==> config.mk <==
export PLATFORM = sky130hd
export DESIGN_NAME = sbte_merge
export DESIGN_NICKNAME = d
export VERILOG_FILES = /design/src/hdl/swing_bezier_trajectory_eval_assert.svh /design/src/hdl/sbte_pkg.sv /design/src/hdl/sbte_merge.sv
export SDC_FILE = /design/constraint.sdc
export NUM_CORES = 1
export LEC_CHECK = 0
export ABC_AREA = 1
export BUFFER_PORTS_ARGS = -buffer_cell sky130_fd_sc_hd__buf_4
export CAP_MARGIN = 20
export CORE_MARGIN = 2
export CORE_UTILIZATION = 41
export DETAILED_ROUTE_END_ITERATION = 8
export PLACE_DENSITY = 0.79
export SLEW_MARGIN = 20
export SYNTH_ARGS = -nofsm -noshare
export SYNTH_HDL_FRONTEND = slang
export SYNTH_SLANG_ARGS = --single-unit
==> constraint.sdc <==
create_clock -name clock -period 8.98 [get_ports clock]
set_input_delay 1.347 -clock clock [delete_from_list [all_inputs] [get_ports clock]]
set_output_delay 1.347 -clock clock [all_outputs]
set_load 0.01 [all_outputs]
==> src/hdl/swing_bezier_trajectory_eval_assert.svh <==
// Assertion helpers for the RTL.
`ifndef SWING_BEZIER_TRAJECTORY_EVAL_ASSERT_SVH
`define SWING_BEZIER_TRAJECTORY_EVAL_ASSERT_SVH

// same-cycle implication
`define SBTE_ASSERT_IMPL(label, clk, rst, ante, cons) \
   label: assert property (@(posedge clk) disable iff (rst) (ante) |-> (cons)) \
      else $error("%m: check failed");

// next-cycle implication
`define SBTE_ASSERT_NEXT(label, clk, rst, ante, cons) \
   label: assert property (@(posedge clk) disable iff (rst) (ante) |=> (cons)) \
      else $error("%m: check failed");

`endif

==> src/hdl/sbte_pkg.sv <==
`default_nettype none

package sbte_pkg;

   localparam int PHASE_W = 18;
   localparam int EASE_W  = 17;
   localparam int COORD_W = 32;
   localparam int WGT_N   = 7;   // b0 b1 b2 b3 c0 c1 c2

   typedef logic signed [COORD_W-1:0] coord_type;

   typedef struct packed {
      coord_type p0;
      coord_type p3;
      coord_type m0;
      coord_type m1;
   } axis_in_type;

   typedef struct packed {
      coord_type pos;
      coord_type vel;
   } axis_out_type;

endpackage

`default_nettype wire

==> src/hdl/sbte_merge.sv <==
`default_nettype none

module sbte_merge import sbte_pkg::*; (
   input  logic          clock,
   input  logic          reset,
   input  logic          load,
   input  axis_out_type  res_x,
   input  axis_out_type  res_y,
   output logic          take,
   output logic          rsp_valid,
   input  logic          rsp_ready,
   output coord_type     rsp_pos_x,
   output coord_type     rsp_pos_y,
   output coord_type     rsp_vel_x,
   output coord_type     rsp_vel_y
);

   logic      valid_in, valid_ff;
   coord_type pos_x_ff, pos_y_ff, vel_x_ff, vel_y_ff;

   assign take = !valid_ff || rsp_ready;

   always_comb begin
      if (load && take) begin
         valid_in = 1'b1;
      end else if (rsp_ready) begin
         valid_in = 1'b0;
      end else begin
         valid_in = valid_ff;
      end
   end

   always_ff @(posedge clock) begin
      if (reset) begin
         valid_ff <= 1'b0;
      end else begin
         valid_ff <= valid_in;
      end
   end

   always_ff @(posedge clock) begin
      if (load && take) begin
         pos_x_ff <= res_x.pos;
         pos_y_ff <= res_y.pos;
         vel_x_ff <= res_x.vel;
         vel_y_ff <= res_y.vel;
      end
   end

   assign rsp_valid = valid_ff;
   assign rsp_pos_x = pos_x_ff;
   assign rsp_pos_y = pos_y_ff;
   assign rsp_vel_x = vel_x_ff;
   assign rsp_vel_y = vel_y_ff;

endmodule

`default_nettype wire

==> results of run 1 <==
-- through the flow --
stage / instances / hold WS, ps / area, sq um / utilization / setup slack, ps
2_1_floorplan: 134 / 542 / 3890 / - / 752
3_3_place_gp: 526 / 512 / 6040 / 0.653 / 5600
3_5_place_dp: 526 / 525 / 6040 / 0.653 / 5510
4_1_cts: 556 / 537 / 6580 / 0.712 / 5890
5_1_grt: 556 / 553 / 6580 / 0.712 / 5880
6_report: 556 / 537 / 6580 / 0.712 / 5890
-- final cells by class --
type / count / area share
Tap cell: 129 / 0.0245
Clock buffer: 18 / 0.0635
Inverter: 2 / 0.00114
Timing Repair Buffer: 263 / 0.300
Multi-Input combinational cell: 3 / 0.00476
Clock inverter: 12 / 0.0183
Sequential cell: 129 / 0.588
-- worst max path at each step --
stage	slack [ps]	startpoint	cells past startpoint	endpoint
floorplan	750	load	2	rsp_pos_x[0]$_DFFE_PP_
global placement	5600	load	5	rsp_pos_y[20]$_DFFE_PP_
detailed placement	5510	load	5	rsp_pos_y[12]$_DFFE_PP_
CTS	5890	rsp_ready	4	take
global route	5880	rsp_ready	4	take
finish	5890	rsp_ready	4	take
-- worst max-delay path, delay by kind of cell --
family	cells	cell delay (ps)
AND/OR/NAND/NOR	1	60
buffers and inverters	3	330
-- power groups by stage --
| stage | clock network, uW | registers (uW) | logic [uW] |
|---|---|---|---|
| 6_report | 616 | 716 | 130 |
| 5_1_grt | 653 | 719 | 138 |
| 4_1_cts | 631 | 716 | 132 |
| 3_5_place_dp | 0 | 728 | 131 |
| 3_3_place_gp | 0 | 726 | 128 |
| 2_1_floorplan | 0 | 753 | 11.2 |
-- flip-flops by register name, summed over array words and instances (netlist names) --
signal,cells
rsp_pos_x,32
rsp_pos_y,32
rsp_vel_x,32
rsp_vel_y,32
rsp_valid,1
-- logic make-up after synthesis --
logic type	count (synthesis)	share of synthesized area
buf+inv	2	0.00193
flops	129	0.993
compound gates	2	0.00354
simple gates	1	0.00161
-- routing by layer --
metal,track usage,routed length (um),vias to the layer above
li1,-,-,1108
met1,0.166,2970,1148
met2,0.315,5160,164
met3,0.0883,1050,17
met4,0.102,218,0
met5,0,0,-
-- cells in the final DEF, fill, tap and decap left out --
cell	count
a21oi_2	1
a21oi_4	1
buf_4	263
bufinv_16	2
clkbuf_1	1
clkbuf_16	16
clkbuf_8	1
clkinv_2	6
clkinvlp_4	4
dfxtp_1	1
edfxtp_1	128
inv_1	1
inv_2	1
nand2_2	1
==> key figures, run 1 <==
Synthesis
  – Count leader, synth: edfxtp_1
  – Synth area leaders: edfxtp_1 99%, dfxtp_1 0.51%, a21oi_2 0.23%
  – Syn nets: 266
  – Ys async rst share: 0
  – #FFs+latches synth: approximately 130
  – Top_reg_cell synth: edfxtp_1
  – Post-synth EDFFs: approximately 130
  – Yosys top cell area share: 0.988
  – Netlist cell types: 7
  – YS warnings: 0
  – Mapped Area: 0.00389 sq mm
  – Synth area leader: edfxtp_1
  – Post-Syn Instances: 134
  – Register area share after synthesis: 0.993
  – Post-synthesis area per instance: around 29 sq um

Floorplanning
  – Area of the die: 0.0103 sq mm
  – Core Box Area: approximately 0.0092 sq mm
  – I/O pin count: ~260
  – Core Rows: 35
  – Die Y: 101 um
  – Die X: 101 um
  – Initial core utilization: 0.421

Finish
  – Ant. Diodes: 0
  – Final-layout fill cell count: 591
  – Area Growth Syn to Fin: 69.0%
  – Footprint of the multi-input gates: 31.3 sq um
  – Fin nets: 548
  – Layout cells sized above 1: 0.693
  – FF/Latch Area: roughly 0.0039 sq mm

STA
  – Slew HR: 0.443
  – Worst-Margin Slew: about 830 ps
  – Fin. max-slew vios: 0
  – Min cycle time layout: 3090 ps
  – Part of the cycle the worst path needs: 0.344
  – Setup_tns: 0 ps
  – RSZ-0062 raised after global routing: no
  – Clk_skew: around 4.2 ps
  – Setup Viol. Count Final: 0
  – Final hold violation count: 0
  – FMAX: 324 MHz

Clocking
  – Max clock buf depth: 2
  – Clock Pin Slew Worst Setup and Hold Paths: 50 ps
  – H-tree depth: 4
  – PostCTS Resize Cnt: 0
  – Clock root buffer: clkbuf_8
  – Total clock sinks: 129
  – Clk_lat worst skew: 490 ps
  – CTS tree: done
  – CTS Buf Count: 17
  – Setup bufs post-CTS: 0
  – # hold bufs at CTS: 0

Routing
  – DR pass1 iterations: 4
  – Via count: ~2400
  – DR vias/cell: between 4 and 5
  – DRT iter0 DRCs: 51
  – WL/cell: around 17 um
  – Routed WL: 9.39 mm
  – Post-route DRC violation count: 0
  – Routed Antenna Nets: 0

Place
  – Final Wtd Congestion: 0.743
  – Hpwl dp: 7.03 mm
  – PortBufs: 261

Worst setup path
  – Critical setup path kind: input port to output pin
  – Max FO, Critical Path: 2
  – CP Capture Type: output pin
  – CP peak stage delay: approximately 150 ps
  – FF-to-FF path depth: 3
  – Critical Path AT: 1740 ps
  – Startpoint types: input port
  – Reg2Reg Launch Point: rsp_valid$_SDFFE_PP0P_
  – CP Cell Sequence: buf_4, inv_2, nand2_2, buf_4
  – Top cell by count, worst path: buf_4
  – Reg-to-reg setup timing slack: 6640 ps
  – Max stage delay cell, worst path: buf_4
  – Critical Path RT: 7630 ps
  – RR Endpoint: rsp_vel_y[20]$_DFFE_PP_

GRT
  – First-pass GRT wire length: roughly 13 mm
  – Initial antenna violation count: 0
  – Pin count of the biggest net entering global routing: 69
  – Gr usage total: 0.179
  – Vias in the first global route: 2653
  – Global route overflow: 0

Power
  – Internal power: 1170 uW
  – Cell leakage power: 0.00278 uW
  – Combinational power share: 0.089
  – Total power: 1460 uW
  – Clock share of power: 0.421
  – Sequential fraction of design power: 0.490
  – Max IR drop VDD: between 100 and 150 uV
  – Switching share of power: 0.200
  – Power Density: between 200 and 250 mW/mm^2
  – P_sw: slightly below 300 uW

Run status
  – Outcome: complete, no violations

Hold path
  – Worst hold path endpoint: rsp_valid$_SDFFE_PP0P_
  – Worst Hold Depth: 2
  – Worst hold path class: flop to flop
  – HP Start: rsp_valid$_SDFFE_PP0P_

Flow run
  – Max-cap violations: 0
Power figures use the tool's default switching activity.
==> inputs of run 2 (changes only) <==
clock period = 2.85 ns   (was 8.98 ns; I/O delays follow)
==> key figures, run 2 (same netlist as run 1, synthesis figures left out) <==
GRT
  – Global route overflow: 0 (unchanged)
  – Gr usage total: 0.167 (was 0.179)
  – Initial antenna violation count: 0 (unchanged)
  – First-pass GRT wire length: 12.3 mm (was 13.0 mm)
  – Vias in the first global route: 2404 (was 2653)
  – Pin count of the biggest net entering global routing: 129 (was 69)

STA
  – Fin. max-slew vios: 0 (unchanged)
  – Setup Viol. Count Final: 0 (unchanged)
  – FMAX: 636 MHz
  – Part of the cycle the worst path needs: 0.552
  – Min cycle time layout: 1570 ps
  – Final hold violation count: 0 (unchanged)
  – RSZ-0062 raised after global routing: no (unchanged)
  – Clk_skew: 4.40 ps (was 4.21 ps)
  – Worst-Margin Slew: 667 ps (was 835 ps)
  – Post-route worst setup slack: 1280 ps (was 5890 ps)
  – Slew HR: 0.555 (was 0.443)

Worst setup path
  – Startpoint types: flop (was input port)
  – Critical setup path kind: flop to output pin (was input port to output pin)
  – Critical Path AT: 1140 ps (was 1740 ps)
  – Max FO, Critical Path: 3 (was 2)
  – FF-to-FF path depth: 2 (was 3)
  – CP Capture Type: output pin (unchanged)
  – Critical Path RT: 2420 ps (was 7630 ps)

Hold path
  – Worst Hold Depth: 2 (unchanged)
  – Worst hold path class: input port to flop (was flop to flop)

Clocking
  – Setup bufs post-CTS: 0 (unchanged)
  – # hold bufs at CTS: 0 (unchanged)
  – Clk_lat worst skew: 490 ps (about the same)
  – Max clock buf depth: 2 (unchanged)
  – CTS Buf Count: 17 (unchanged)
  – Clock root buffer: clkbuf_8 (unchanged)
  – Total clock sinks: 129 (unchanged)
  – Clock Pin Slew Worst Setup and Hold Paths: 60 ps (was 50 ps)
  – H-tree depth: 4 (unchanged)
  – CTS tree: done (unchanged)
  – PostCTS Resize Cnt: 0 (unchanged)

Floorplanning
  – Die Y: 101 um (unchanged)
  – Die X: 101 um (unchanged)
  – Area of the die: 0.0103 sq mm (unchanged)
  – Core Rows: 35 (unchanged)
  – Initial core utilization: 0.421 (unchanged)
  – Core Box Area: 0.00924 sq mm (unchanged)
  – I/O pin count: 262 (unchanged)

Power
  – Max IR drop VDD: 455 uV (was 110 uV)
  – Total power: 5060 uW (was 1460 uW)
  – Cell leakage power: 0.00285 uW (was 0.00278 uW)
  – Power Density: 753 mW/mm^2 (was 222 mW/mm^2)

Routing
  – Routed Antenna Nets: 0 (unchanged)
  – Post-route DRC violation count: 0 (unchanged)
  – DR pass1 iterations: 4 (unchanged)
  – WL/cell: 15.9 um (was 16.9 um)
  – Via count: 2400 (was 2437)
  – Routed WL: 8.87 mm (was 9.39 mm)
  – DRT iter0 DRCs: 108 (was 51)
  – DR vias/cell: 4.31 (was 4.38)

Place
  – Hpwl dp: 6.66 mm (was 7.03 mm)
  – PortBufs: 261 (unchanged)
  – Setup Slack @ Placement: 1160 ps (was 5510 ps)
  – Final Wtd Congestion: 0.698 (was 0.743)

Finish
  – Area Growth Syn to Fin: 72.9% (was 69.0%)
  – Final-layout fill cell count: 576 (was 591)
  – Layout cells sized above 1: 0.696 (was 0.693)
  – Ant. Diodes: 0 (unchanged)
  – Commonest non-fill, non-tap cells in the layout: 261 x buf_4, 128 x edfxtp_1, 16 x clkbuf_16 (was 263 x buf_4, 128 x edfxtp_1, 16 x clkbuf_16)
  – Commonest non-fill, non-tap cell in the layout: buf_4 (unchanged)
  – Fin nets: 547 (was 548)

Flow run
  – Max-cap violations: 0 (unchanged)

Run status
  – Outcome: complete, no violations (unchanged)
[run 2: per-stage QoR]
step	utilization	hold WS [ps]	std cells	setup TNS (ps)	area [sq um]
finish	0.728	90.4	557	0	6730
CTS	0.728	60.6	557	0	6730
floorplan	-	490	134	-17750	3920
global placement	0.655	512	525	0	6060
global route	0.728	59.0	557	0	6730
detailed placement	0.655	534	525	0	6060
[run 2: layer usage]
metal,part of all wire,wire length [um],GRT usage
met2,0.55,4860,0.289
met4,0.012,108,0.0728
met3,0.11,995,0.0835
met1,0.33,2910,0.169
met5,0,0,0
[run 2: worst paths after layout]
kind                          start  slack (ps)                       to
min                           reset          90   rsp_valid$_SDFFE_PP0P_
min reg2reg  rsp_valid$_SDFFE_PP0P_         540   rsp_valid$_SDFFE_PP0P_
max          rsp_valid$_SDFFE_PP0P_        1280                     take
max reg2reg  rsp_valid$_SDFFE_PP0P_        1370  rsp_vel_y[10]$_DFFE_PP_
[run 2: power by group]
group	internal, uW	leakage [uW]	switching, uW	total [uW]
clock network	1620	0.000326	785	2400
registers	2220	0.00125	30.6	2250
logic	239	0.00128	170	408
total	4080	0.00285	985	5060
[run 2: cell type report]
class                           instances  area [sq um]  area share
Tap cell                              129           161      0.0240
Clock inverter                         14           253      0.0376
Clock buffer                           18           418      0.0621
Timing Repair Buffer                  262          1980       0.294
Multi-Input combinational cell          3          31.3     0.00465
Inverter                                2          20.0     0.00298
Sequential cell                       129          3860       0.574
[run 2: worst max-delay path, stage by stage (launching register included)]
cell and delay (ps):
dfxtp_1 420, nand2_2 90, buf_4 150
